File: config.mk
export PLATFORM = sky130hd
export DESIGN_NAME = frame_diff_span_finder
export DESIGN_NICKNAME = d
export VERILOG_FILES = /design/src/fdsf_pkg.sv /design/src/fdsf_cfg.sv /design/src/fdsf_cmp.sv /design/src/fdsf_run.sv /design/src/frame_diff_span_finder.sv
export SDC_FILE = /design/constraint.sdc
export NUM_CORES = 1
export LEC_CHECK = 0
export BUFFER_PORTS_ARGS = -buffer_cell sky130_fd_sc_hd__buf_2
export CAP_MARGIN = 20
export CORE_MARGIN = 5
export CORE_UTILIZATION = 27
export DETAILED_ROUTE_END_ITERATION = 10
export PLACE_DENSITY_LB_ADDON = 0.25
export SLEW_MARGIN = 20
export SYNTH_ARGS = -nofsm -noshare
export SYNTH_HDL_FRONTEND = slang
export SYNTH_SLANG_ARGS = --single-unit
export TNS_END_PERCENT = 1
File: constraint.sdc
create_clock -name clk -period 6.1 [get_ports clk]
set_clock_uncertainty 0.2 [all_clocks]
set_input_delay 1.525 -clock clk [delete_from_list [all_inputs] [get_ports clk]]
set_output_delay 1.525 -clock clk [all_outputs]
set_load 0.05 [all_outputs]
File: src/fdsf_pkg.sv
// ----------------------------------------------------------------------------
// fdsf_pkg: shared types and constants of the frame difference span finder
// Holds the transaction structs, register codes, field widths and the
// register clamp function used by the configuration registers.
// ----------------------------------------------------------------------------
package fdsf_pkg;

  localparam int CFG_W          = 11;
  localparam int PIXEL_WORD_W   = 32;
  localparam int BYTE_W         = 8;
  localparam int BYTES_PER_WORD = 4;
  localparam int LANE_W         = $clog2(BYTES_PER_WORD);
  localparam int SPAN_X_W       = 10;
  localparam int SPAN_Y_W       = 10;
  localparam int SPAN_LEN_W     = 11;

  localparam int DEF_MAX_WIDTH    = 1024;
  localparam int DEF_MAX_HEIGHT   = 1024;
  localparam int RST_FRAME_WIDTH  = 240;
  localparam int RST_FRAME_HEIGHT = 320;

  // Register indexes of the configuration port.
  typedef enum logic [0:0] {
    REG_FRAME_WIDTH  = 1'b0,
    REG_FRAME_HEIGHT = 1'b1
  } cfg_reg_t;

  typedef struct packed {
    logic [PIXEL_WORD_W-1:0] new_pixels;
    logic [PIXEL_WORD_W-1:0] old_pixels;
  } word_t;

  typedef struct packed {
    logic                  span_valid;
    logic [SPAN_X_W-1:0]   span_x;
    logic [SPAN_Y_W-1:0]   span_y;
    logic [SPAN_LEN_W-1:0] span_len;
    logic                  frame_end;
  } span_t;

  typedef struct packed {
    logic [CFG_W-1:0] width;
    logic [CFG_W-1:0] height;
  } frame_cfg_t;

  // Differing pixels of one word: any, leftmost and rightmost lane.
  typedef struct packed {
    logic              any;
    logic [LANE_W-1:0] first;
    logic [LANE_W-1:0] last;
  } diff_t;

  // A zero register acts as one, anything above the maximum as the maximum.
  function automatic logic [CFG_W-1:0] clamp_reg(input logic [CFG_W-1:0] v,
                                                 input int maxv);
    logic [CFG_W-1:0] r;
    r = v;
    if (r == '0) begin
      r = CFG_W'(1);
    end
    if (int'(r) > maxv) begin
      r = CFG_W'(maxv);
    end
    return r;
  endfunction

endpackage

File: src/fdsf_cfg.sv
// ----------------------------------------------------------------------------
// fdsf_cfg: frame geometry registers
// Holds frame width and height, clamped to their legal range when written.
// ----------------------------------------------------------------------------
module fdsf_cfg #(
  parameter int MAX_WIDTH  = fdsf_pkg::DEF_MAX_WIDTH,
  parameter int MAX_HEIGHT = fdsf_pkg::DEF_MAX_HEIGHT
) (
  input  logic                     clk,
  input  logic                     rst,
  input  logic                     cfg_write,
  input  logic [0:0]               cfg_index,
  input  logic [fdsf_pkg::CFG_W-1:0] cfg_data,
  output fdsf_pkg::frame_cfg_t     cfg
);
  import fdsf_pkg::*;

  localparam logic [CFG_W-1:0] RST_W = clamp_reg(CFG_W'(RST_FRAME_WIDTH), MAX_WIDTH);
  localparam logic [CFG_W-1:0] RST_H = clamp_reg(CFG_W'(RST_FRAME_HEIGHT), MAX_HEIGHT);

  always_ff @(posedge clk) begin
    if (rst) begin
      cfg.width  <= RST_W;
      cfg.height <= RST_H;
    end else if (cfg_write) begin
      unique case (cfg_reg_t'(cfg_index))
        REG_FRAME_WIDTH:  cfg.width  <= clamp_reg(cfg_data, MAX_WIDTH);
        REG_FRAME_HEIGHT: cfg.height <= clamp_reg(cfg_data, MAX_HEIGHT);
        default: ;
      endcase
    end
  end

endmodule

File: src/fdsf_cmp.sv
// ----------------------------------------------------------------------------
// fdsf_cmp: pixel compare of one word
// Compares the four byte lanes, masks pad pixels past the frame width and
// finds the leftmost and rightmost differing lane.
// ----------------------------------------------------------------------------
module fdsf_cmp #(
  parameter int MAX_WIDTH = fdsf_pkg::DEF_MAX_WIDTH
) (
  input  fdsf_pkg::word_t              word,
  input  logic [fdsf_pkg::CFG_W-1:0]   width,
  input  logic [$clog2(((MAX_WIDTH + 3) / 4) > 1 ? ((MAX_WIDTH + 3) / 4) : 2)-1:0] col,
  output fdsf_pkg::diff_t              diff
);
  import fdsf_pkg::*;

  localparam int WORDS_MAX = (MAX_WIDTH + BYTES_PER_WORD - 1) / BYTES_PER_WORD;
  localparam int COL_W     = $clog2(WORDS_MAX > 1 ? WORDS_MAX : 2);
  localparam int PIX_W     = COL_W + LANE_W;
  localparam int CMP_W     = (PIX_W > CFG_W) ? PIX_W : CFG_W;

  logic [BYTES_PER_WORD-1:0] lane_diff;
  logic [PIX_W-1:0]          pix [BYTES_PER_WORD];

  always_comb begin
    for (int b = 0; b < BYTES_PER_WORD; b++) begin
      pix[b]       = {col, LANE_W'(b)};
      lane_diff[b] = (CMP_W'(pix[b]) < CMP_W'(width)) &&
                     (word.new_pixels[b*BYTE_W +: BYTE_W] !=
                      word.old_pixels[b*BYTE_W +: BYTE_W]);
    end
  end

  always_comb begin
    diff.any   = |lane_diff;
    diff.first = '0;
    diff.last  = '0;
    for (int b = BYTES_PER_WORD - 1; b >= 0; b--) begin
      if (lane_diff[b]) begin
        diff.first = LANE_W'(b);
      end
    end
    for (int b = 0; b < BYTES_PER_WORD; b++) begin
      if (lane_diff[b]) begin
        diff.last = LANE_W'(b);
      end
    end
  end

endmodule

File: src/fdsf_run.sv
// ----------------------------------------------------------------------------
// fdsf_run: raster position and run tracker
// Keeps the word column, the row and the open run, and forms the result
// for the word in the input register. State moves only when that word leaves.
// ----------------------------------------------------------------------------
module fdsf_run #(
  parameter int MAX_WIDTH  = fdsf_pkg::DEF_MAX_WIDTH,
  parameter int MAX_HEIGHT = fdsf_pkg::DEF_MAX_HEIGHT
) (
  input  logic                 clk,
  input  logic                 rst,
  input  fdsf_pkg::frame_cfg_t cfg,
  input  fdsf_pkg::diff_t      diff,
  input  logic                 go,
  output logic [$clog2(((MAX_WIDTH + 3) / 4) > 1 ? ((MAX_WIDTH + 3) / 4) : 2)-1:0] col,
  output fdsf_pkg::span_t      res,
  output logic                 has_res
);
  import fdsf_pkg::*;

  localparam int WORDS_MAX = (MAX_WIDTH + BYTES_PER_WORD - 1) / BYTES_PER_WORD;
  localparam int COL_W     = $clog2(WORDS_MAX > 1 ? WORDS_MAX : 2);
  localparam int PIX_W     = COL_W + LANE_W;
  localparam int ROW_W     = $clog2(MAX_HEIGHT > 1 ? MAX_HEIGHT : 2);
  localparam int SUM_W     = ((COL_W > CFG_W) ? COL_W : CFG_W) + 1;
  localparam int RSUM_W    = ((ROW_W > CFG_W) ? ROW_W : CFG_W) + 1;

  logic [ROW_W-1:0] row;
  logic             in_run;
  logic [PIX_W-1:0] run_start;
  logic [PIX_W-1:0] run_last;

  logic [SUM_W-1:0] words;
  logic             row_end;
  logic             frame_last;
  logic             emit;
  logic [PIX_W-1:0] cur_start;
  logic [PIX_W-1:0] cur_last;
  logic [PIX_W:0]   len;

  always_comb begin
    words      = (SUM_W'(cfg.width) + SUM_W'(BYTES_PER_WORD - 1)) >> LANE_W;
    row_end    = (SUM_W'(col) + SUM_W'(1)) >= words;
    frame_last = row_end && ((RSUM_W'(row) + RSUM_W'(1)) >= RSUM_W'(cfg.height));
    cur_start  = in_run ? run_start : {col, diff.first};
    cur_last   = diff.any ? {col, diff.last} : run_last;
    // A run closes at a word with no change, or at the end of its row.
    emit       = diff.any ? row_end : in_run;
    len        = (PIX_W+1)'(cur_last) - (PIX_W+1)'(cur_start) + (PIX_W+1)'(1);
    has_res    = emit || frame_last;

    res.span_valid = emit;
    res.span_x     = emit ? SPAN_X_W'(cur_start) : '0;
    res.span_y     = emit ? SPAN_Y_W'(row) : '0;
    res.span_len   = emit ? SPAN_LEN_W'(len) : '0;
    res.frame_end  = frame_last;
  end

  always_ff @(posedge clk) begin
    if (rst) begin
      col       <= '0;
      row       <= '0;
      in_run    <= 1'b0;
      run_start <= '0;
      run_last  <= '0;
    end else if (go) begin
      if (row_end) begin
        col <= '0;
        row <= frame_last ? '0 : row + ROW_W'(1);
      end else begin
        col <= col + COL_W'(1);
      end
      in_run <= !row_end && !emit && (in_run || diff.any);
      if (!in_run && diff.any) begin
        run_start <= {col, diff.first};
      end
      if (diff.any) begin
        run_last <= {col, diff.last};
      end
    end
  end

endmodule

File: src/frame_diff_span_finder.sv
// ----------------------------------------------------------------------------
// frame_diff_span_finder: changed span detection between two framebuffers
// Streams old and new frame words in raster order and reports each run of
// changed pixels in a row as x, y and length, plus a frame end marker.
// ----------------------------------------------------------------------------
//
//   Channel   Direction  Handshake               Payload
//   word      in         word_valid/word_stall    word_t   (new and old pixels)
//   result    out        result_valid/result_stall span_t  (span and frame end)
//   cfg       in         cfg_write               cfg_index, cfg_data
//
// Each word waits in the input register and its result, if any, is loaded
// into the result register when the word leaves.
// A new word is taken every cycle while no result is blocked; the single
// compare and run update between the input and result registers sets that rate.
// Reset is synchronous and active high; it restores width 240 and height 320
// (clamped to the maximums) and starts at column zero of row zero.
// A stalled result holds the result register; words that produce no result
// still drain from the input register while the output is stalled.
//
module frame_diff_span_finder #(
  parameter int MAX_WIDTH  = fdsf_pkg::DEF_MAX_WIDTH,
  parameter int MAX_HEIGHT = fdsf_pkg::DEF_MAX_HEIGHT
) (
  input  logic                       clk,
  input  logic                       rst,
  input  logic                       word_valid,
  output logic                       word_stall,
  input  fdsf_pkg::word_t            word,
  output logic                       result_valid,
  input  logic                       result_stall,
  output fdsf_pkg::span_t            result,
  input  logic                       cfg_write,
  input  logic [0:0]                 cfg_index,
  input  logic [fdsf_pkg::CFG_W-1:0] cfg_data
);
  import fdsf_pkg::*;

  localparam int WORDS_MAX = (MAX_WIDTH + BYTES_PER_WORD - 1) / BYTES_PER_WORD;
  localparam int COL_W     = $clog2(WORDS_MAX > 1 ? WORDS_MAX : 2);

  frame_cfg_t       cfg;
  diff_t            diff;
  span_t            res;
  logic             has_res;
  logic [COL_W-1:0] col;

  // Input register.
  logic  in_valid;
  word_t in_word;

  logic out_free;
  logic go;
  logic take;

  fdsf_cfg #(
    .MAX_WIDTH (MAX_WIDTH),
    .MAX_HEIGHT(MAX_HEIGHT)
  ) u_cfg (
    .clk      (clk),
    .rst      (rst),
    .cfg_write(cfg_write),
    .cfg_index(cfg_index),
    .cfg_data (cfg_data),
    .cfg      (cfg)
  );

  fdsf_cmp #(
    .MAX_WIDTH(MAX_WIDTH)
  ) u_cmp (
    .word (in_word),
    .width(cfg.width),
    .col  (col),
    .diff (diff)
  );

  fdsf_run #(
    .MAX_WIDTH (MAX_WIDTH),
    .MAX_HEIGHT(MAX_HEIGHT)
  ) u_run (
    .clk    (clk),
    .rst    (rst),
    .cfg    (cfg),
    .diff   (diff),
    .go     (go),
    .col    (col),
    .res    (res),
    .has_res(has_res)
  );

  // The result register can load when it is empty or being emptied this cycle.
  // The held word leaves unless it has a result and that register is blocked.
  assign out_free   = !result_valid || !result_stall;
  assign go         = in_valid && (!has_res || out_free);
  assign word_stall = in_valid && !go;
  assign take       = word_valid && !word_stall;

  always_ff @(posedge clk) begin
    if (rst) begin
      in_valid <= 1'b0;
    end else if (take) begin
      in_valid <= 1'b1;
    end else if (go) begin
      in_valid <= 1'b0;
    end
  end

  always_ff @(posedge clk) begin
    if (take) begin
      in_word <= word;
    end
  end

  always_ff @(posedge clk) begin
    if (rst) begin
      result_valid <= 1'b0;
    end else if (go && has_res) begin
      result_valid <= 1'b1;
    end else if (!result_stall) begin
      result_valid <= 1'b0;
    end
  end

  always_ff @(posedge clk) begin
    if (go && has_res) begin
      result <= res;
    end
  end

endmodule

== Yosys cells after proc, flatten, opt, wreduce, memory -nomap -nowiden ==
Index checks and enable logic that the tools add are counted.
Word-level totals
  register bits after elaboration: 160
  input port bits: 81
Cells by class
  $add $sub $neg: 7
  order comparisons: 8
  eq/ne operators: 5
  multiplexer cells: 25
  bitwise logic cells: 1
  reductions and logical operators: 31
Operators by type and width (number)
  two-way mux 11 bit: 9
  less-than comparator 10 x 11 -> 1 bit: 4
  != test 8 bit: 4
  two-way mux 10 bit: 3
  greater-than comparator 11 bit, second input constant: 2
  adder 11 x 2 -> 12 bit, second input constant: 1
  greater-or-equal comparator 12 x 10 -> 1 bit: 1
  greater-or-equal comparator 12 x 11 -> 1 bit: 1
  logical AND 1 bit: 12
  two-way mux 2 bit: 6
  adder 10 x 1 -> 11 bit, second input constant: 1
  adder 11 x 1 -> 11 bit, second input constant: 1
  zero test 11 bit: 1
  subtractor 10 x 10 -> 11 bit: 1
  adder 10 x 1 -> 10 bit, second input constant: 1
  adder 8 x 1 -> 9 bit, second input constant: 1
  adder 8 x 1 -> 8 bit, second input constant: 1
  zero test 1 bit: 8
  two-way mux 8 bit: 1
  AND reduction 2 bit: 4
  two-way mux 1 bit: 6
  logical OR 1 bit: 4
  OR reduction 4 bit: 1
  != test 2 x 1 -> 1 bit, second input constant: 1
  other kinds (2): 2

== Logic depth before layout (Yosys ltp) ==
Gate-level depths: netlist of the first run.
  depth after elaboration: 13
  mapped depth: 23

== Modules after synthesis ==
Synthesis of the first run repeated with hierarchy kept, for this count alone.
Second synthesis, totals
  cells, all modules: 714
  area, all modules: 7868.8 um^2
Modules (own cells, without submodules)
  fdsf_run: instances 1, cells each 416, area each 3309.4 um^2, sequential area each 780.7 um^2
  frame_diff_span_finder: instances 1, cells each 110, area each 3005.4 um^2, sequential area each 2952.8 um^2
  fdsf_cfg: instances 1, cells each 100, area each 884.6 um^2, sequential area each 440.4 um^2
  fdsf_cmp: instances 1, cells each 88, area each 669.4 um^2, sequential area each 0.0 um^2

== Worst setup path after synthesis of the first run ==
OpenSTA, ideal clock, no wires.
  path type: register to register
  start: register u_run.row[0]
  end: register in_word[0] in the netlist's numbering, enable pin
  setup time: 0.427 ns
  arrival: 4.410 ns
  path slack: 1.063 ns
  cell stages (with the launch flop): 15
  path buffers: 0
  cells stage by stage: dfxtp_1 -> ha_1 -> and3_1 -> and3_1 -> and3_1 -> xor2_1 -> ha_1 -> a21o_1 -> a21oi_1 -> o22ai_1 -> nor2_1 -> o31a_1 -> nor2_1 -> o31ai_1 -> o21a_1
On the way
  word-level cells in the longest chain between the ends: 11
Ends and longest elaborated chain
  from (decl): line fdsf_run.sv:28  | logic [ROW_W-1:0] row;
  from (signal assigned): line fdsf_run.sv:69  | row <= frame_last ? '0 : row + ROW_W'(1);
  adder 10 x 1 -> 11 bit: line fdsf_run.sv:44  | frame_last = row_end && ((RSUM_W'(row) + RSUM_W'(1)) >= RSUM_W'(cfg.height));
  greater-or-equal comparator 12 x 11 -> 1 bit: line fdsf_run.sv:44
  logical AND 1 bit: line fdsf_run.sv:44
  named net u_run.frame_last: line fdsf_run.sv:35  | logic frame_last;
  logical OR 1 bit: line fdsf_run.sv:50  | has_res = emit || frame_last;
  zero test 1 bit: line frame_diff_span_finder.sv:94  | assign go = in_valid && (!has_res || out_free);
  logical OR 1 bit: line frame_diff_span_finder.sv:94
  logical AND 1 bit: line frame_diff_span_finder.sv:94
  zero test 1 bit: line frame_diff_span_finder.sv:95  | assign word_stall = in_valid && !go;
  logical AND 1 bit: line frame_diff_span_finder.sv:95
  zero test 1 bit: line frame_diff_span_finder.sv:96  | assign take = word_valid && !word_stall;
  logical AND 1 bit: line frame_diff_span_finder.sv:96
  named net take: line frame_diff_span_finder.sv:54  | logic take;
  to (signal assigned): line frame_diff_span_finder.sv:110  | in_word <= word;
  to (decl): line frame_diff_span_finder.sv:50  | word_t in_word;
The timed path passes the listed nets, and every way through them passes these cells.
A chain may end at the register's enable or synchronous reset.

== Final worst setup path of the first run ==
  start: register u_run.row[0]
  end: output word_stall
On the way
  word-level cells in the longest chain between the ends: 9
Ends and longest elaborated chain
  adder 10 x 1 -> 11 bit: line fdsf_run.sv:44
  greater-or-equal comparator 12 x 11 -> 1 bit: line fdsf_run.sv:44
  logical AND 1 bit: line fdsf_run.sv:44
  named net u_run.frame_last: line fdsf_run.sv:35
  logical OR 1 bit: line fdsf_run.sv:50
  zero test 1 bit: line frame_diff_span_finder.sv:94
  logical OR 1 bit: line frame_diff_span_finder.sv:94
  logical AND 1 bit: line frame_diff_span_finder.sv:94
  zero test 1 bit: line frame_diff_span_finder.sv:95
  logical AND 1 bit: line frame_diff_span_finder.sv:95
  to (decl): line frame_diff_span_finder.sv:28  | output logic word_stall,
The timed path passes the listed nets, and every way through them passes these cells.

==> out/metrics.yaml, run 1 <==
status: "finished clean"
multi_input_area_sq_um: 3650
leakage_nw: 3.78
antenna_cells: 0
vdd_drop_max_v: 0.000134
cp_num_buf_inv: 1
synth_fp_nets: 895
crit_chain: "ha_1 -> and3_1 -> and3_1 -> and3_1 -> xor2_1 -> ha_1 -> a21o_1 -> a21oi_1 -> o22ai_1 -> nor2_1 -> o31a_1 -> nor2_1 -> o31ai_1 -> nor2_1 -> buf_2"
num_vias: 6013
fmax_ghz: 0.182
seq_area_sq_um: 4170
cts_tree: "yes"
fin_nets: 1012
fin_crit_ns: 5.48
worstHoldStart: "u_cfg.cfg[14]$_SDFFE_PP0P_"
syn_avg_cell_area_sq_um: 10.6
rows: 63
clock_tree.buffer_depth: 2
finalSetupViolations: 0
detailed_place_hpwl_mm: 14.2
io_pins: 116
post_cts_resized: 0
p_per_area_nw_per_um2: 252
yosysWarnings: 0
antenna_found_initial: 1
drive_gt1_frac: 0.194
drt_first_pass_iters: 5
wl_mm: 19.4
clk_latency_ns: 0.43
coreArea_sq_um: 29600
grt_pass1_wl_mm: 31.2
final.period_utilization: 0.898
start_util: 0.274
ys.flop_type: "edfxtp_1"
ys_seq_area_frac: 0.514
reg2reg_slack_ns: 0.82
required_ns: 4.38
clkTransAtPathRegs_ns: 0.07
viasPerCell: 4.69
syn_area_sq_um: 8120
r2r-start: "u_run.col[5]$_SDFFE_PP0P_"
gp_congestion: 0.749
cp-end-kind: "output pin"
cp.arrival_ns: 3.75
cp-start-kind: "register"
synth-edff-count: 97
timing_worst_setup_path_type: "reg -> out"
grt_pass1_vias: 5856
max_stage_delay_ns: 0.43
cts_post_setup_buffers_inserted: 0
synth.distinct_cells: 63
worst_pin_slew_ns: 0.932
die_w_um: 183
drc: 0
n_fill_cell: 3096
port_buffers: 115
hold_viol_final: 0
routedWlPerCell_um: 15.1
hold_buffers: 0
min_path_cells: 2
r2r_cells: 19
numCtsBuffers: 17
totalPowerFinal_mw: 2.45
rsz0062_at_grt: "no"
cp_top_family: "compound AO/OA/AOI/OAI gates"
tns_ns: 0
yosys_register_bits: 160
cp_max_fo: 6
hp-class: "reg -> reg"
relSlewSlack: 0.377
cap_violations: 0
cts.sinks: 160
ant_nets: 0
async_flop_share: 0
reg2reg_to: "result[10]$_SDFFCE_PN0P_"
cp_slowest_cell: "o31ai_1"
grt_max_degree: 65
area_growth_pct: 20.0
maxSlewViolCount: 0
die_height_um: 183
die_area_sq_um: 33600
drt_iter0_markers: 293
cts-root-buf: "clkbuf_16"
overflow: 0
cts-htree-levels: 4
syn_inst: 763
min_to: "u_cfg.cfg[14]$_SDFFE_PP0P_"
gr-usage-all-layers: 0.115
[logic make-up after synthesis]
group | synth area share
AOI/OAI and AO/OA | 0.151
xor gates and xnor gates | 0.0626
adders and majority gates | 0.0795
buffers and inverters | 0.0381
DFF | 0.514
muxes | 0.0149
and+or+nand+nor | 0.140
[area by class of cell]
cell class / count / share of cell area
inverter: 45 / 0.0173
sequential: 160 / 0.428
clock inverter: 15 / 0.0168
tap: 390 / 0.0501
multi-input combinational: 530 / 0.375
timing repair buffer: 126 / 0.0688
clock buffer: 17 / 0.0437
[worst reg2reg max path, cell delays in order, from the launching register on]
cell	delay, ns
dfxtp_1	0.59
ha_1	0.33
a41oi_1	0.19
o22a_1	0.18
o21ai_1	0.19
or4_1	0.79
nand2_1	0.14
buf_4	0.21
nand2_1	0.10
nand2_1	0.11
ha_1	0.24
ha_1	0.33
nor2b_1	0.15
o21ai_0	0.22
a21boi_0	0.16
o21ai_0	0.24
a21boi_0	0.15
o21ai_0	0.21
nor3b_1	0.22
nor3_1	0.06
[placed cells by master (no fill, tap or decap), types with 4 or more instances in the layout]
cell and instances:
xnor2_1 17, and2_1 13, xor2_1 41, o2111ai_1 4, edfxtp_1 97, clkinv_4 4, a31oi_1 11, nor3b_1 6
inv_8 7, ha_1 50, nand4_1 8, nor2_1 48, nor4_1 9, nand2b_1 6, buf_4 10, nand3_1 21
and3_1 17, nor2b_1 7, a211oi_1 9, a21o_1 8, inv_1 44, o21a_1 4, a21oi_1 77, nand2_1 52
o211ai_1 6, dfxtp_1 63, mux2i_1 11, nand3b_1 7, clkbuf_16 17, a41o_1 4, o31ai_1 13, nand4b_1 7
buf_2 115, o21ai_0 27, nor3_1 9
[report_power, final]
| part | leakage, nW | switching, mW | internal [mW] |
|---|---|---|---|
| logic | 2.09 | 0.104 | 0.0774 |
| clock network | 0.291 | 0.507 | 0.552 |
| registers | 1.40 | 0.0232 | 1.19 |
[routing by layer]
| layer | wire (um) | track usage |
|---|---|---|
| met1 | 9370 | 0.161 |
| met2 | 8620 | 0.176 |
| met3 | 1120 | 0.0315 |
| met4 | 223 | 0.0343 |
| met5 | 13 | 0 |
[Yosys cell counts (13+ instances only)]
cell | instances | area [sq um]
edfxtp_1 | 97 | 2910
a21oi_1 | 77 | 385
clkbuf_1 | 16 | 60.1
nand3_1 | 21 | 105
nor2_1 | 49 | 184
o31ai_1 | 13 | 97.6
xnor2_1 | 17 | 149
and3_1 | 17 | 106
o21ai_0 | 27 | 135
ha_1 | 50 | 626
xor2_1 | 41 | 359
inv_1 | 44 | 165
dfxtp_1 | 63 | 1260
nand2_1 | 52 | 195
and2_1 | 13 | 81.3
[how the worst max path moves through the flow]
stage / start / end / slack (ns) / cells after the start
after floorplan: u_run.row[0]$_SDFFE_PP0P_ / in_word[0]$_DFFE_PP_ / 1.06 / 14
after global placement: u_run.col[5]$_SDFFE_PP0P_ / result[10]$_SDFFCE_PN0P_ / 0.96 / 19
after detailed placement: u_run.col[7]$_SDFFE_PP0P_ / result[10]$_SDFFCE_PN0P_ / 0.90 / 19
after CTS: u_run.row[0]$_SDFFE_PP0P_ / word_stall / 0.57 / 15
after global routing: u_run.col[1]$_SDFFE_PP0P_ / word_stall / 0.32 / 14
final: u_run.row[0]$_SDFFE_PP0P_ / word_stall / 0.62 / 15
[state kept, by name, indices dropped and copies added (netlist names)]
register / cells
u_run.in_run: 1
in_valid: 1
u_run.col: 8
u_run.row: 10
u_run.run_start: 10
u_run.run_last: 10
result: 33
in_word: 64
result_valid: 1
u_cfg.cfg: 22
[metrics by stage]
| step | hold slack [ns] | std cells | cell area [sq um] | utilization | setup WS, ns |
|---|---|---|---|---|---|
| finish | 0.259 | 1283 | 9740 | 0.329 | 0.620 |
| global route | 0.287 | 1283 | 9740 | 0.329 | 0.322 |
| CTS | 0.261 | 1283 | 9740 | 0.329 | 0.574 |
| detailed placement | 0.251 | 1251 | 9150 | 0.309 | 0.901 |
| global placement | 0.244 | 1251 | 9150 | 0.309 | 0.957 |
| floorplan | 0.236 | 763 | 8120 | - | 1.06 |
Power figures use the tool's default switching activity.
==> inputs of run 2 (changes only) <==
--- a/config.mk
+++ b/config.mk
@@ -5,11 +5,13 @@
 export SDC_FILE = /design/constraint.sdc
 export NUM_CORES = 1
 export LEC_CHECK = 0
+export ABC_AREA = 1
 export BUFFER_PORTS_ARGS = -buffer_cell sky130_fd_sc_hd__buf_2
 export CAP_MARGIN = 20
 export CORE_MARGIN = 5
 export CORE_UTILIZATION = 27
 export DETAILED_ROUTE_END_ITERATION = 10
+export GPL_ROUTABILITY_DRIVEN = 0
 export PLACE_DENSITY_LB_ADDON = 0.25
 export SLEW_MARGIN = 20
 export SYNTH_ARGS = -nofsm -noshare
==> run 2 against run 1 <==
Sequential power up 3%. Global-route usage down 0.67 points. Power up 16%. Synthesized cell count up 31%. Largest cell class unchanged.
==> out/metrics.yaml, run 2 <==
largest_register_ffs: 64  # unchanged
syn_avg_cell_area_sq_um: 8.34  # was 10.6 sq um
yosys.area_share.simple: 0.228  # was 0.140
finalNonFillerCells: 1522  # was 1283
ant_nets: 0  # unchanged
grt_pass1_vias: 6019  # was 5856
numCtsBuffers: 17  # unchanged
port_buffers: 115  # unchanged
antenna_cells: 0  # unchanged
cp_max_fo: 17  # was 6
ys_seq_area_frac: 0.503  # was 0.514
post_cts_resized: 0  # unchanged
tns_ns: 0  # unchanged
status: "finished clean"  # unchanged
syn_area_sq_um: 8300  # was 8120 sq um
timing_worst_setup_path_type: "reg -> out"  # unchanged
cp-start-kind: "register"  # unchanged
rows: 64  # was 63
final.period_utilization: 0.912  # was 0.898
r2r_cells: 23  # was 19
synth_xor_area_frac: 0.0243  # was 0.0626
synth-edff-count: 97  # unchanged
fin_nets: 1245  # was 1012
maxSlewViolCount: 0  # unchanged
p_per_area_nw_per_um2: 286  # was 252 nW/um^2
utilization: 0.327  # was 0.329
syn_inst: 996  # was 763
hold_viol_final: 0  # unchanged
yosysWarnings: 0  # unchanged
fin_crit_ns: 5.56  # was 5.48 ns
async_flop_share: 0  # unchanged
fmax_ghz: 0.180  # was 0.182 GHz
synth.most_common_cell: "nand2_1"  # was edfxtp_1
synth.distinct_cells: 33  # was 63
clkTransAtPathRegs_ns: 0.07  # about the same
synth_top_cell_area_share: 0.351  # was 0.359
seq_area_sq_um: 4170  # unchanged
cap_violations: 0  # unchanged
coreArea_sq_um: 30500  # was 29600 sq um
final_cell_mix: "215 x nand2_1, 159 x nor2_1, 148 x inv_1"  # was 115 x buf_2, 97 x edfxtp_1, 77 x a21oi_1
worst_pin_slew_ns: 0.729  # was 0.932 ns
ys.flop_type: "edfxtp_1"  # unchanged
top_regs: "in_word (64), result (33), u_cfg.cfg (22)"  # unchanged
routedWlPerCell_um: 12.0  # was 15.1 um
reg2reg_to: "result[27]$_SDFFCE_PN0P_"  # was result[10]$_SDFFCE_PN0P_
antenna_found_initial: 0  # was 1
synth.area.mux_share: 0  # was 0.0149
wl_mm: 18.3  # was 19.4 mm
synth_compound_area_frac: 0.0780  # was 0.151
clock_tree.buffer_depth: 2  # unchanged
cts-root-buf: "clkbuf_16"  # unchanged
area_growth_pct: 20.0  # about the same
io_pins: 116  # unchanged
cts.sinks: 160  # unchanged
required_ns: 4.38  # about the same
yosys_register_bits: 160  # unchanged
leakage_nw: 4.69  # was 3.78 nW
drt_iter0_markers: 348  # was 293
synth_top_family_by_area: "simple AND/OR/NAND/NOR gates"  # was compound AO/OA/AOI/OAI gates
synthTopCellsByArea: "edfxtp_1 35%, dfxtp_1 15%, nand2_1 9.7%"  # was edfxtp_1 36%, dfxtp_1 16%, ha_1 7.7%
cts-htree-levels: 4  # unchanged
yosysTopAreaCell: "edfxtp_1"  # unchanged
drive_gt1_frac: 0.169  # was 0.194
placed_area_sq_um: 9310  # was 9150 sq um
synth_fp_nets: 1128  # was 895
synth_fa_ha_area_frac: 0.0777  # was 0.0795
die_w_um: 185  # was 183 um
rsz0062_at_grt: "no"  # unchanged
worstHoldStart: "u_run.run_last[1]$_SDFFE_PP0P_"  # was u_cfg.cfg[14]$_SDFFE_PP0P_
drt_first_pass_iters: 5  # unchanged
start_util: 0.272  # was 0.274
min_to: "u_run.run_last[1]$_SDFFE_PP0P_"  # was u_cfg.cfg[14]$_SDFFE_PP0P_
viasPerCell: 4.18  # was 4.69
finalSetupViolations: 0  # unchanged
r2r-start: "u_run.col[0]$_SDFFE_PP0P_"  # was u_run.col[5]$_SDFFE_PP0P_
final_common_cell: "nand2_1"  # was buf_2
die_height_um: 185  # was 183 um
design_area_sq_um: 9960  # was 9740 sq um
clk_latency_ns: 0.43  # about the same
cts_tree: "yes"  # unchanged
min_path_cells: 2  # unchanged
hold_buffers: 0  # unchanged
drc: 0  # unchanged
cts_post_setup_buffers_inserted: 0  # unchanged
gr-usage-all-layers: 0.109  # was 0.115
grt_max_degree: 65  # unchanged
regMostFlops: "in_word"  # unchanged
die_area_sq_um: 34400  # was 33600 sq um
n_fill_cell: 3194  # was 3096
reg2reg_slack_ns: 1.40  # was 0.82 ns
detailed_place_hpwl_mm: 13.7  # was 14.2 mm
cp.arrival_ns: 3.84  # was 3.75 ns
dp.cells: 1490  # was 1251
totalPowerFinal_mw: 2.85  # was 2.45 mW
vdd_drop_max_v: 0.000158  # was 0.000134 V
num_vias: 6358  # was 6013
overflow: 0  # unchanged
relSlewSlack: 0.513  # was 0.377
hp-class: "reg -> reg"  # unchanged
cp-end-kind: "output pin"  # unchanged
grt_pass1_wl_mm: 29.4  # was 31.2 mm
multi_input_area_sq_um: 3400  # was 3650 sq um
yosys-top-cells-count: "215 x nand2_1, 159 x nor2_1, 150 x inv_1, 97 x edfxtp_1, 63 x dfxtp_1"  # was 97 x edfxtp_1, 77 x a21oi_1, 63 x dfxtp_1, 52 x nand2_1, 50 x ha_1
## run 2: worst max-delay path, cell delays in order (launching register included)
cell and delay [ns]:
dfxtp_1 0.51, inv_1 0.13, nor3_1 0.32, nand3_1 0.17, nor3_1 0.20, xor2_1 0.22
ha_1 0.27, nand2_1 0.09, inv_1 0.05, o21ai_0 0.06, nand2_1 0.06, nand2_1 0.06
nand2_1 0.05, nand2_1 0.10, nand3_4 0.19, nand2_1 0.19, nand3_2 0.13, nand2_4 0.19
inv_1 0.06, nand2_1 0.10, inv_1 0.05, buf_2 0.20
## run 2: final cells by class
type | instances | share of cell area
Timing Repair Buffer | 119 | 0.0620
Clock buffer | 17 | 0.0427
Sequential cell | 160 | 0.419
Clock inverter | 15 | 0.0227
Multi-Input combinational cell | 648 | 0.341
Inverter | 167 | 0.0632
Tap cell | 396 | 0.0497
## run 2: worst max path at each step
stage / from / end / slack, ns / cells past startpoint
final: u_run.col[0]$_SDFFE_PP0P_ / word_stall / 0.54 / 21
after detailed placement: u_run.col[0]$_SDFFE_PP0P_ / word_stall / 0.85 / 21
after CTS: u_run.col[0]$_SDFFE_PP0P_ / word_stall / 0.35 / 21
after global routing: u_cfg.cfg[11]$_SDFFE_PP0P_ / word_stall / 0.09 / 26
after floorplan: u_cfg.cfg[12]$_SDFFE_PP0P_ / word_stall / 1.53 / 25
after global placement: u_run.col[0]$_SDFFE_PP0P_ / word_stall / 0.92 / 21
## run 2: kinds of logic (layout without fill, tap and decap cells)
| family | count (synthesis) | after routing |
|---|---|---|
| AO/OA/AOI/OAI | 123 | 123 |
| XOR/XNOR | 23 | 23 |
| adder cells (fa/ha/maj) | 51 | 51 |
| buffers and inverters | 188 | 318 |
| flip-flops | 160 | 160 |
| AND/OR/NAND/NOR | 451 | 451 |
## run 2: layer usage
layer / vias to the layer above / track usage / wire, um
met5: - / 0 / 0
met3: 22 / 0.0255 / 848
met2: 130 / 0.172 / 8240
li1: 3428 / - / -
met1: 2778 / 0.146 / 8940
met4: 0 / 0.0379 / 289
## run 2: report_power, final
group          switching, mW  internal [mW]  leakage (nW)  total (mW)
logic                  0.277          0.146          2.94       0.423
registers             0.0357           1.21          1.43        1.25
clock network          0.479          0.699         0.314        1.18
total                  0.791           2.06          4.69        2.85
## run 2: metrics by stage
step	worst slack (ns)	hold WS [ns]
3_5_place_dp	0.847	0.241
6_report	0.535	0.255
3_3_place_gp	0.921	0.233
4_1_cts	0.346	0.254
5_1_grt	0.0950	0.288
2_1_floorplan	1.53	0.222
==> inputs of run 3 (changes only) <==
--- a/config.mk
+++ b/config.mk
@@ -9,10 +9,11 @@
 export BUFFER_PORTS_ARGS = -buffer_cell sky130_fd_sc_hd__buf_2
 export CAP_MARGIN = 20
 export CORE_MARGIN = 5
-export CORE_UTILIZATION = 27
+export CORE_UTILIZATION = 50
 export DETAILED_ROUTE_END_ITERATION = 10
 export GPL_ROUTABILITY_DRIVEN = 0
 export PLACE_DENSITY_LB_ADDON = 0.25
+export REMOVE_ABC_BUFFERS = 1
 export SLEW_MARGIN = 20
 export SYNTH_ARGS = -nofsm -noshare
 export SYNTH_HDL_FRONTEND = slang
==> run 3 against run 2 <==
Maximum frequency rose by 0.72%. Combinational power is 2% lower. Design area shrank 3.0%. Clock-buffer cell count grew 1. Critical path depth unchanged. Via count is 1.4% higher. Critical path type unchanged. Largest cell class unchanged. Largest power group unchanged. Highest routed layer unchanged.
==> out/metrics.yaml, run 3 (synthesized netlist as in run 2, its figures left out) <==
status: "finished clean"  # unchanged
ant_nets: 0  # unchanged
setup_ws_ns: 0.575  # was 0.535 ns
p_per_area_nw_per_um2: 283  # was 286 nW/um^2
timing_worst_setup_path_type: "reg -> out"  # unchanged
r2r_cells: 22  # was 23
drt_first_pass_iters: 4  # was 5
rsz0062_at_grt: "no"  # unchanged
antenna_found_initial: 0  # unchanged
clock_tree.buffer_depth: 2  # unchanged
cp_max_fo: 17  # unchanged
cts-htree-levels: 4  # unchanged
clk_latency_ns: 0.43  # about the same
port_buffers: 115  # unchanged
cts.sinks: 160  # unchanged
fin_nets: 1244  # was 1245
n_fill_cell: 1515  # was 3194
worstHoldStart: "u_run.run_last[1]$_SDFFE_PP0P_"  # unchanged
cp-end-kind: "output pin"  # unchanged
min_to: "u_run.run_last[1]$_SDFFE_PP0P_"  # unchanged
fmax_ghz: 0.181  # was 0.180 GHz
hold_buffers: 0  # unchanged
finalSetupViolations: 0  # unchanged
io_pins: 116  # unchanged
final_common_cell: "nand2_1"  # unchanged
maxSlewViolCount: 0  # unchanged
detailed_place_hpwl_mm: 12.3  # was 13.7 mm
rows: 47  # was 64
drive_gt1_frac: 0.164  # was 0.169
final.period_utilization: 0.906  # was 0.912
worst_pin_slew_ns: 0.785  # was 0.729 ns
relSlewSlack: 0.477  # was 0.513
wl_mm: 16.4  # was 18.3 mm
fin_crit_ns: 5.52  # was 5.56 ns
required_ns: 4.38  # about the same
grt_max_degree: 65  # unchanged
viasPerCell: 4.80  # was 4.18
die_area_sq_um: 19300  # was 34400 sq um
start_util: 0.504  # was 0.272
cts-root-buf: "clkbuf_16"  # unchanged
die_height_um: 139  # was 185 um
reg2reg_slack_ns: 1.43  # was 1.40 ns
grt_pass1_wl_mm: 28.0  # was 29.4 mm
cts_tree: "yes"  # unchanged
hold_viol_final: 0  # unchanged
cap_violations: 0  # unchanged
cp-start-kind: "register"  # unchanged
num_vias: 6450  # was 6358
vdd_drop_max_v: 0.000190  # was 0.000158 V
clkTransAtPathRegs_ns: 0.06  # was 0.07 ns
drc: 0  # unchanged
tns_ns: 0  # unchanged
leakage_nw: 4.65  # was 4.69 nW
largest_register_ffs: 64  # unchanged
area_growth_pct: 16.4  # was 20.0%
place_ws_ns: 0.926  # was 0.847 ns
overflow: 0  # unchanged
hp-class: "reg -> reg"  # unchanged
drt_iter0_markers: 346  # was 348
numCtsBuffers: 17  # unchanged
cp.arrival_ns: 3.80  # was 3.84 ns
antenna_cells: 0  # unchanged
coreArea_sq_um: 16500  # was 30500 sq um
final_cell_mix: "215 x nand2_1, 159 x nor2_1, 149 x inv_1"  # was 215 x nand2_1, 159 x nor2_1, 148 x inv_1
die_w_um: 139  # was 185 um
routedWlPerCell_um: 12.2  # was 12.0 um
crit_start: "u_run.col[0]$_SDFFE_PP0P_"  # unchanged
r2r-start: "u_run.col[0]$_SDFFE_PP0P_"  # unchanged
min_path_cells: 2  # unchanged
regMostFlops: "in_word"  # unchanged
grt_pass1_vias: 5998  # was 6019
top_regs: "in_word (64), result (33), u_cfg.cfg (22)"  # unchanged
gr-usage-all-layers: 0.175  # was 0.109
reg2reg_to: "result[27]$_SDFFCE_PN0P_"  # unchanged
-- run 3: how the worst max path moves through the flow --
stage / endpoint / slack (ns) / depth (start not counted)
global route: word_stall / 0.14 / 21
floorplan: word_stall / 1.36 / 25
global placement: word_stall / 0.99 / 21
detailed placement: word_stall / 0.93 / 21
CTS: word_stall / 0.45 / 21
finish: word_stall / 0.58 / 21
-- run 3: critical path, stage by stage, from the launching register on --
cell and delay (ns):
dfxtp_1 0.49, inv_1 0.13, nor3_1 0.31, nand3_1 0.16, nor3_1 0.20, xor2_1 0.21
ha_1 0.27, nand2_1 0.09, inv_1 0.05, o21ai_0 0.07, nand2_1 0.07, nand2_1 0.06
nand2_1 0.04, nand2_1 0.09, nand3_4 0.18, nand2_1 0.19, nand3_2 0.13, nand2_4 0.20
inv_1 0.06, nand2_1 0.10, inv_1 0.05, buf_2 0.20
-- run 3: layer usage --
metal | vias up | track usage | wire [um]
li1 | 3423 | - | -
met1 | 2891 | 0.230 | 7640
met2 | 119 | 0.288 | 7820
met3 | 17 | 0.0417 | 673
met4 | 0 | 0.0551 | 252
met5 | - | 0 | 0
-- run 3: timing repair --
item / 4_1_cts / 5_1_grt
setup endpoints to repair: 0 / 1
buffers inserted: 0 / 0
resized for setup: 0 / 1
-- run 3: through the flow --
stage / hold slack (ns) / total power [mW] / std cells / util / instance area, sq um
floorplan: 0.222 / 1.57 / 975 / - / 8190
global placement: 0.234 / 1.68 / 1313 / 0.551 / 9060
detailed placement: 0.237 / 1.68 / 1313 / 0.551 / 9060
CTS: 0.247 / 2.76 / 1345 / 0.587 / 9660
global route: 0.288 / 2.88 / 1345 / 0.587 / 9670
finish: 0.253 / 2.73 / 1345 / 0.587 / 9670
-- run 3: cell type report --
class	instances	area [sq um]	area share
Clock buffer	18	429	0.0444
Clock inverter	14	164	0.0170
Inverter	167	629	0.0651
Multi-Input combinational cell	648	3400	0.351
Sequential cell	160	4170	0.432
Tap cell	220	275	0.0285
Timing Repair Buffer	118	598	0.0619
-- run 3: power by group --
group	switching [mW]	internal (mW)
sequential	0.0349	1.21
clock	0.428	0.642
combinational	0.270	0.144
